===== src/hdl/bbot_pkg.sv =====
// ----------------------------------------------------------------------------
// bbot_pkg: shared types and constants for the bounding box overlap table
// opcodes, rectangle layout, controller states and coordinate key helper
// ----------------------------------------------------------------------------
`timescale 1ns / 1ps
`default_nettype none

package bbot_pkg;

  localparam int COORD_WIDTH      = 32;
  localparam int MAX_REGIONS_DEF  = 64;
  localparam int OPCODE_WIDTH     = 2;
  localparam int COUNT_OUT_WIDTH  = 7;
  localparam int S_DATA_WIDTH     = 2 * COORD_WIDTH;
  localparam int M_DATA_WIDTH     = 16;

  localparam logic [OPCODE_WIDTH-1:0] OP_QUERY = 2'd0;
  localparam logic [OPCODE_WIDTH-1:0] OP_ADD   = 2'd1;
  localparam logic [OPCODE_WIDTH-1:0] OP_CLEAR = 2'd2;

  typedef logic [COORD_WIDTH-1:0] coord_t;

  // coordinates held in offset binary so that they compare unsigned
  typedef struct packed {
    coord_t max_y;
    coord_t min_y;
    coord_t max_x;
    coord_t min_x;
  } rect_t;

  typedef struct packed {
    logic load;
    logic finish;
    logic clear;
  } box_ctrl_t;

  typedef enum logic [1:0] {
    ST_IDLE,
    ST_SCAN,
    ST_EMIT
  } state_t;

  function automatic coord_t to_key(input coord_t v);
    to_key = v ^ {1'b1, {(COORD_WIDTH-1){1'b0}}};
  endfunction

endpackage

`default_nettype wire


===== src/hdl/bbot_box.sv =====
// ----------------------------------------------------------------------------
// bbot_box: running bounding box of the current point set
// grows min/max in x and y per point, restarts after the last point or a clear
// ----------------------------------------------------------------------------
`timescale 1ns / 1ps
`default_nettype none

module bbot_box (
  input  wire logic               clk,
  input  wire logic               rst,
  input  wire bbot_pkg::box_ctrl_t ctrl,
  input  wire bbot_pkg::coord_t   x_key,
  input  wire bbot_pkg::coord_t   y_key,
  output bbot_pkg::rect_t         box,
  output bbot_pkg::rect_t         box_next
);

  logic set_started;

  always_comb begin
    box_next = box;
    if (!set_started) begin
      box_next.min_x = x_key;
      box_next.max_x = x_key;
      box_next.min_y = y_key;
      box_next.max_y = y_key;
    end else begin
      if (x_key < box.min_x) box_next.min_x = x_key;
      if (x_key > box.max_x) box_next.max_x = x_key;
      if (y_key < box.min_y) box_next.min_y = y_key;
      if (y_key > box.max_y) box_next.max_y = y_key;
    end
  end

  always_ff @(posedge clk) begin
    if (rst) begin
      set_started <= 1'b0;
      box         <= '0;
    end else if (ctrl.clear) begin
      set_started <= 1'b0;
    end else if (ctrl.load) begin
      box         <= box_next;
      set_started <= !ctrl.finish;
    end
  end

endmodule

`default_nettype wire


===== config.mk =====
export PLATFORM = sky130hd
export DESIGN_NAME = bbot_box
export DESIGN_NICKNAME = d
export VERILOG_FILES = /design/src/hdl/bbot_pkg.sv /design/src/hdl/bbot_box.sv
export SDC_FILE = /design/constraint.sdc
export NUM_CORES = 1
export LEC_CHECK = 0
export BUFFER_PORTS_ARGS = -buffer_cell sky130_fd_sc_hd__buf_2
export CORE_MARGIN = 5
export CORE_UTILIZATION = 45
export CTS_CLUSTER_SIZE = 8
export DETAILED_ROUTE_END_ITERATION = 10
export GPL_TIMING_DRIVEN = 0
export PLACE_DENSITY_LB_ADDON = 0.15
export SYNTH_ARGS = -nofsm -noshare
export SYNTH_HDL_FRONTEND = slang
export SYNTH_SLANG_ARGS = --single-unit

===== constraint.sdc =====
create_clock -name clk -period 2.8 [get_ports clk]
set_clock_uncertainty 0.15 [all_clocks]
set_input_delay 0.28 -clock clk [delete_from_list [all_inputs] [get_ports clk]]
set_output_delay 0.28 -clock clk [all_outputs]
set_load 0.05 [all_outputs]

==> results of run 1 <==
-- registers in the layout, summed over array words and instances, names as in the netlist --
register     cells
set_started      1
box            128
-- per-stage QoR --
| stage | instance area (sq um) | power (W) | utilization (%) |
|---|---|---|---|
| after detailed placement | 11700 | 0.00417 | 63.0 |
| after global placement | 11700 | 0.00414 | 63.0 |
| final | 16600 | 0.00741 | 89.1 |
| after CTS | 14300 | 0.00678 | 76.8 |
| after global routing | 16600 | 0.00761 | 89.1 |
| after floorplan | 9820 | 0.00363 | - |
-- cells by family (layout without fill, tap and decap cells) --
logic type | count (synthesis) | after routing
compound gates | 298 | 298
buf+inv | 181 | 660
simple gates | 171 | 171
flops | 129 | 129
fa+ha+maj | 126 | 126
mux | 66 | 66
-- worst max-delay path: cells and delay by family (launching register included) --
| kind | cells | cell delay [ns] |
|---|---|---|
| AND/OR/NAND/NOR | 4 | 0.88 |
| multiplexers | 1 | 0.31 |
| adder cells (fa/ha/maj) | 1 | 0.26 |
| flip-flops | 1 | 0.37 |
| buffers and inverters | 4 | 0.50 |
| AO/OA/AOI/OAI | 2 | 0.46 |
-- cell usage in the layout (no fill, tap or decap), types with 23 or more instances in the layout --
| cell type | synthesis | routed |
|---|---|---|
| sky130_fd_sc_hd__dfxtp_4 | 0 | 68 |
| sky130_fd_sc_hd__buf_2 | 25 | 198 |
| sky130_fd_sc_hd__ha_4 | 0 | 49 |
| sky130_fd_sc_hd__dfxtp_2 | 0 | 38 |
| sky130_fd_sc_hd__dfxtp_1 | 129 | 23 |
| sky130_fd_sc_hd__buf_8 | 0 | 77 |
| sky130_fd_sc_hd__a21oi_1 | 45 | 35 |
| sky130_fd_sc_hd__ha_1 | 126 | 76 |
| sky130_fd_sc_hd__inv_1 | 131 | 83 |
| sky130_fd_sc_hd__buf_4 | 0 | 67 |
| sky130_fd_sc_hd__a22o_1 | 128 | 128 |
| sky130_fd_sc_hd__clkbuf_16 | 0 | 41 |
| sky130_fd_sc_hd__o21ai_4 | 0 | 63 |
| sky130_fd_sc_hd__nand2_4 | 0 | 45 |
| sky130_fd_sc_hd__inv_2 | 0 | 39 |
| sky130_fd_sc_hd__nand2_1 | 94 | 30 |
| sky130_fd_sc_hd__mux2_4 | 0 | 66 |
| sky130_fd_sc_hd__buf_6 | 3 | 102 |
-- cell type report --
type                            count  area, sq um  area share (%)
Tap cell                          234          293            1.76
Clock buffer                       22          508            3.06
Multi-Input combinational cell    661         7430            44.7
Timing Repair Buffer              455         4300            25.9
Inverter                          132          518            3.12
Buffer                             41          586            3.52
Clock inverter                     10         96.3           0.580
Sequential cell                   129         2890            17.4
-- what timing repair did --
| action | CTS | global route |
|---|---|---|
| gates resized for setup | 351 | 490 |
| buffers inserted | 44 | 56 |
| endpoints found under the hold margin | 2 | 0 |
| hold buffers | 4 | 0 |
| endpoints found under the setup margin | 254 | 256 |
| gates cloned | 11 | 20 |
| pin swaps | 38 | 132 |
-- routing by layer --
layer  vias up  part of all wire [%]  wire [microns]
li1       4466                     -               -
met1      5040                    35           15000
met2       696                    51           21900
met3       208                   7.8            3360
met4         0                   5.9            2540
met5         -                     0               0
-- where the power goes --
group	internal (W)	total, W	switching [W]
combinational	0.00121	0.00308	0.00187
sequential	0.00191	0.00201	0.000104
clock	0.00138	0.00232	0.000932
-- worst max path at each step --
| stage | startpoint | end | slack (ns) |
|---|---|---|---|
| finish | box[127] | box_next[114] | -0.86 |
| global route | box[127] | box_next[113] | -0.92 |
| CTS | box[120] | box_next[105] | -0.80 |
| detailed placement | y_key[6] | box_next[95] | -0.63 |
| global placement | y_key[6] | box_next[67] | -0.58 |
| floorplan | box[89] | box_next[84] | -0.02 |
==> impl_metrics.json, run 1 <==
{
  "fin_setup_tns_ns": -115.79,
  "required_ns": 2.37,
  "floorplan.die.width_microns": 148,
  "synth.net_count": 1166,
  "num-fill-cells": 722,
  "design.die.area_sq_um": 21800,
  "tritoncts_num_sinks": 129,
  "gp_routability_congestion": 0.817,
  "areaGrowthSynthToFinish_pct": 95.1,
  "drt_iter0_markers": 630,
  "grt_busiest_layer": "met2",
  "wl_per_cell_microns": 25.4,
  "globalRouteMet2Util_pct": 53.7,
  "failed_checks": "negative setup slack",
  "n_antenna_cell": 0,
  "synthesis.area_sq_um": 8520,
  "ports": 325,
  "num_vias": 10400,
  "finalHoldViolations": 0,
  "worst_slew_pin_slew_ns": 0.661,
  "detailedPlacementHpwl_mm": 22.4,
  "synth.area.top_cells": "sky130_fd_sc_hd__dfxtp_1, sky130_fd_sc_hd__ha_1, sky130_fd_sc_hd__a22o_1",
  "post_place_cells": 1529,
  "worst_skew_pair.late_latency_ns": 0.44,
  "whs_ns": 0.0204,
  "cts_max_path_buffers": 2,
  "maximum_vdd_drop_uv": 457,
  "synth_cell_types": 48,
  "root_buffer": "sky130_fd_sc_hd__clkbuf_16",
  "timing.final.crit_share_pct": 131,
  "drtPass1Iterations": 5,
  "yosys_most_used_dff": "sky130_fd_sc_hd__dfxtp_1",
  "min-delay-start": "y_key[4]",
  "viasPerCell": 6.18,
  "synth_simple_gate_area_share_pct": 9.20,
  "maxClockFrequency_ghz": 0.273,
  "post-route-min-period_ns": 3.66,
  "coreArea_sq_um": 18600,
  "drv_slew": 0,
  "worst_r2r_endpoint": "box[4]",
  "fin_cells": 1684,
  "fin_nets": 1632,
  "flop_to_flop_setup_slack_ns": -0.49,
  "gr-usage-met1_pct": 34.0,
  "synth_most_common_cell": "sky130_fd_sc_hd__inv_1",
  "number_of_flops_mapped_to_enable_cells_by_yosys": 0,
  "fp-row-count": 50,
  "initial_utilization_pct": 45.7,
  "clock_transition_at_path_regs_ns": 0.06,
  "crit_type": "flip-flop to primary output",
  "yosys.area_share.adder_pct": 18.5,
  "synth_compound_gate_area_share_pct": 24.6,
  "dieHeight_microns": 148,
  "post_synth_mux_area_share_pct": 8.73,
  "setup_viol": 254,
  "global_route.usage.met3_pct": 5.95,
  "grt_pass1_wl_mm": 52.2,
  "worstHoldPathCells": 2,
  "cp_common_cell": "sky130_fd_sc_hd__nand4_1",
  "cp_slowest_stage_delay_ns": 0.37,
  "endpoint_with_the_worst_hold_slack": "box[68]",
  "numCtsBuffers": 17,
  "antenna_found_initial": 0,
  "xor_and_xnor_fraction_of_the_mapped_netlist_area_pct": 0,
  "yosysWarningCount": 0,
  "grt_use_total_pct": 29.7,
  "synth_async_sr_flop_share_pct": 0,
  "slew_headroom_pct": 55.9,
  "number_of_global_route_vias_before_repair": 9827,
  "critical_path.cell_chain": "inv_4, ha_4, nand4_1, nor4_4, nand4_1, a31o_1, a21o_1, nand2_4, buf_12, clkbuf_16, mux2_4, buf_8",
  "cp_launch_type": "flip-flop",
  "post_synth_inst_count": 971,
  "numPortBuffers": 324,
  "synth-seq-cells": 129,
  "detailedPlace.worstSlack_ns": -0.628,
  "outcome": "finished, violations left",
  "ys_top_cells_by_count": "sky130_fd_sc_hd__inv_1, sky130_fd_sc_hd__dfxtp_1, sky130_fd_sc_hd__a22o_1, sky130_fd_sc_hd__ha_1, sky130_fd_sc_hd__nand2_1",
  "drive_above_1_share_pct": 66.1,
  "crit-reg2reg-launch": "box[19]",
  "endpoint_kind": "primary output",
  "h_tree_lvl_count": 4,
  "wirelength_mm": 42.8,
  "synth_top_cell_by_area": "sky130_fd_sc_hd__dfxtp_1",
  "grt_start_max_net_pins": 17,
  "fin_ws_ns": -0.860,
  "maxCapViolations": 0,
  "tritoncts_clock_tree": "done",
  "post-route-drc-count": 0,
  "synth.yosys.seq_area_share_pct": 30.3,
  "detail-route-antenna-nets": 0,
  "worstPathArrival_ns": 3.23,
  "grt_setup_unrepaired": "true",
  "critical_path.slowest_cell": "sky130_fd_sc_hd__dfxtp_4",
  "gr-total-overflow": 0,
  "mapped_avg_cell_area_sq_um": 8.77,
  "timing.hold.worst.class": "primary input to flip-flop",
  "leakagePower_nw": 7.58,
  "power_density_nw_per_um2": 446,
  "r2r_cells": 14,
  "critical_path.max_fanout": 6,
  "synth.top_cell.area_share_pct": 30.3,
  "synth_top_family_by_area": "compound AO/OA/AOI/OAI gates"
}
(Power assumes the default switching activity.)
==> inputs of run 2 (changes only) <==
MAX_ROUTING_LAYER = met4   (was unset)
SETUP_SLACK_MARGIN = 0.15   (was unset)
==> impl_metrics.json, run 2 (synthesized netlist as in run 1, its figures left out) <==
{
  "outcome": "finished, violations left",
  "failed_checks": "negative setup slack",
  "final_common_cell": "sky130_fd_sc_hd__buf_2",
  "wl_met2_mm": 24.8,
  "met1_length_mm": 16.6,
  "detail-route-antenna-nets": 0,
  "fin_setup_tns_ns": -149.05,
  "ports": 325,
  "antenna_found_initial": 1,
  "worstPathArrival_ns": 3.38,
  "clock_transition_at_path_regs_ns": 0.06,
  "required_ns": 2.37,
  "maxClockFrequency_ghz": 0.262,
  "power_density_nw_per_um2": 446,
  "largest_register_ff_count": 128,
  "slew_headroom_pct": 50.9,
  "portion_of_total_power_attributed_to_sequential_cells_pct": 25.9,
  "final_cell_mix": "sky130_fd_sc_hd__buf_2, sky130_fd_sc_hd__a22o_1, sky130_fd_sc_hd__buf_6, sky130_fd_sc_hd__dfxtp_4, sky130_fd_sc_hd__buf_4",
  "multi_input_area_sq_um": 7500,
  "routed.top_layer": "met4",
  "clkPwrFrac_pct": 31.5,
  "critical_path.max_fanout": 5,
  "largestRegisters": "box x128, set_started x1",
  "floorplan.die.width_microns": 148,
  "h_tree_lvl_count": 4,
  "share_comb_of_total_power_pct": 42.6,
  "fin_total_pwr_w": 0.00777,
  "design.die.area_sq_um": 21800,
  "initial_utilization_pct": 45.7,
  "drtPass1Iterations": 5,
  "number_of_global_route_vias_before_repair": 11300,
  "timing.final.crit_share_pct": 136,
  "fin_ws_ns": -1.01,
  "switching_share_pct": 39.3,
  "worst_skew_pair.late_latency_ns": 0.44,
  "drv_slew": 0,
  "gp_routability_congestion": 0.866,
  "power.switching_w": 0.00306,
  "wl_per_cell_microns": 29.9,
  "num_vias": 11500,
  "finalHoldViolations": 0,
  "setup_viol": 256,
  "drt_iter0_markers": 1178,
  "wirelength_mm": 51.5,
  "internal-power_w": 0.00471,
  "drive_above_1_share_pct": 69.5,
  "worst_slew_pin_slew_ns": 0.734,
  "num-fill-cells": 540,
  "post-route-drc-count": 0,
  "root_buffer": "sky130_fd_sc_hd__clkbuf_16",
  "fin_nets": 1668,
  "grt_use_total_pct": 39.0,
  "cts_max_path_buffers": 2,
  "areaGrowthSynthToFinish_pct": 105,
  "tritoncts_num_sinks": 129,
  "leakagePower_nw": 7.93,
  "dieHeight_microns": 148,
  "numCtsBuffers": 17,
  "crit_type": "flip-flop to primary output",
  "post-route-min-period_ns": 3.81,
  "detailedPlacementHpwl_mm": 23.0,
  "grt_setup_unrepaired": "true",
  "numPortBuffers": 324,
  "coreArea_sq_um": 18600,
  "cp_launch_type": "flip-flop",
  "detailedPlace.worstSlack_ns": -0.561,
  "maximum_vdd_drop_uv": 471,
  "timing.hold.worst.class": "primary input to flip-flop",
  "regArea_sq_um": 2960,
  "gr-total-overflow": 0,
  "grt_pass1_wl_mm": 65.2,
  "maxCapViolations": 0,
  "tritoncts_clock_tree": "done",
  "met3_length_mm": 4.98,
  "grt_start_max_net_pins": 17,
  "endpoint_kind": "primary output",
  "fp-row-count": 50,
  "viasPerCell": 6.70,
  "max_flop_register": "box"
}
-- run 2: cell types whose count changed in the layout (fill, tap and decap cells not counted), sizes merged --
cell and delta:
buf +39, clkinv -3, clkbuf +2, diode +2, dlygate4sd3 -2, bufinv +1, inv -1
-- run 2: worst paths after layout --
check                 start             to  slack (ns)  cells after the start
setup reg to reg    box[17]        box[20]       -0.54                     15
hold / removal    x_key[24]        box[24]        0.03                      2
setup / recovery   box[114]  box_next[112]       -1.01                     13
hold reg to reg     box[80]        box[80]        0.35                      1
-- run 2: cell type report --
class | instances | share of cell area, %
antenna | 2 | 0.0287
clock inverter | 7 | 0.531
timing repair buffer | 483 | 27.0
sequential | 129 | 17.0
tap | 234 | 1.68
buffer | 49 | 4.34
inverter | 132 | 3.27
multi-input combinational | 661 | 43.1
clock buffer | 25 | 3.09
-- run 2: metal layers --
| layer | vias up | track usage [%] |
|---|---|---|
| li1 | 4569 | - |
| met5 | - | - |
| met2 | 1058 | 68.1 |
| met3 | 458 | 6.71 |
| met1 | 5447 | 41.1 |
| met4 | 0 | 23.7 |
-- run 2: power by group through the flow --
stage / Clock (W) / Combinational, W / Sequential (W)
floorplan: 0 / 0.00135 / 0.00235
global placement: 0 / 0.00218 / 0.00203
detailed placement: 0 / 0.00221 / 0.00204
CTS: 0.00239 / 0.00286 / 0.00199
global route: 0.00250 / 0.00340 / 0.00202
finish: 0.00245 / 0.00331 / 0.00201
-- run 2: critical path: stages, from the launching register on --
cell and delay, ns:
sky130_fd_sc_hd__dfxtp_4 0.38, sky130_fd_sc_hd__inv_2 0.05, sky130_fd_sc_hd__ha_4 0.20, sky130_fd_sc_hd__and2_1 0.18
sky130_fd_sc_hd__a221o_1 0.37, sky130_fd_sc_hd__a22oi_1 0.35, sky130_fd_sc_hd__nor4b_4 0.30, sky130_fd_sc_hd__a21o_1 0.19
sky130_fd_sc_hd__nand2_4 0.08, sky130_fd_sc_hd__buf_6 0.14, sky130_fd_sc_hd__buf_12 0.12, sky130_fd_sc_hd__buf_16 0.13
sky130_fd_sc_hd__mux2_4 0.31, sky130_fd_sc_hd__buf_8 0.15
-- run 2: through the flow --
stage | hold WS [ns] | cell area [sq um] | instances | util, %
floorplan | 0.219 | 10400 | 971 | -
global placement | 0.310 | 12300 | 1529 | 66.2
detailed placement | 0.316 | 12300 | 1529 | 66.2
CTS | 0.00164 | 16600 | 1684 | 88.8
global route | 0.0408 | 17400 | 1721 | 93.4
finish | 0.0299 | 17400 | 1722 | 93.4
-- run 2: what timing repair did --
item,CTS,global route
hold buffers,2,0
endpoints found under the hold margin,1,0
cloned,31,6
buffers inserted,90,30
pin swaps,121,75
gates resized for setup,567,116
setup endpoints to repair,256,256
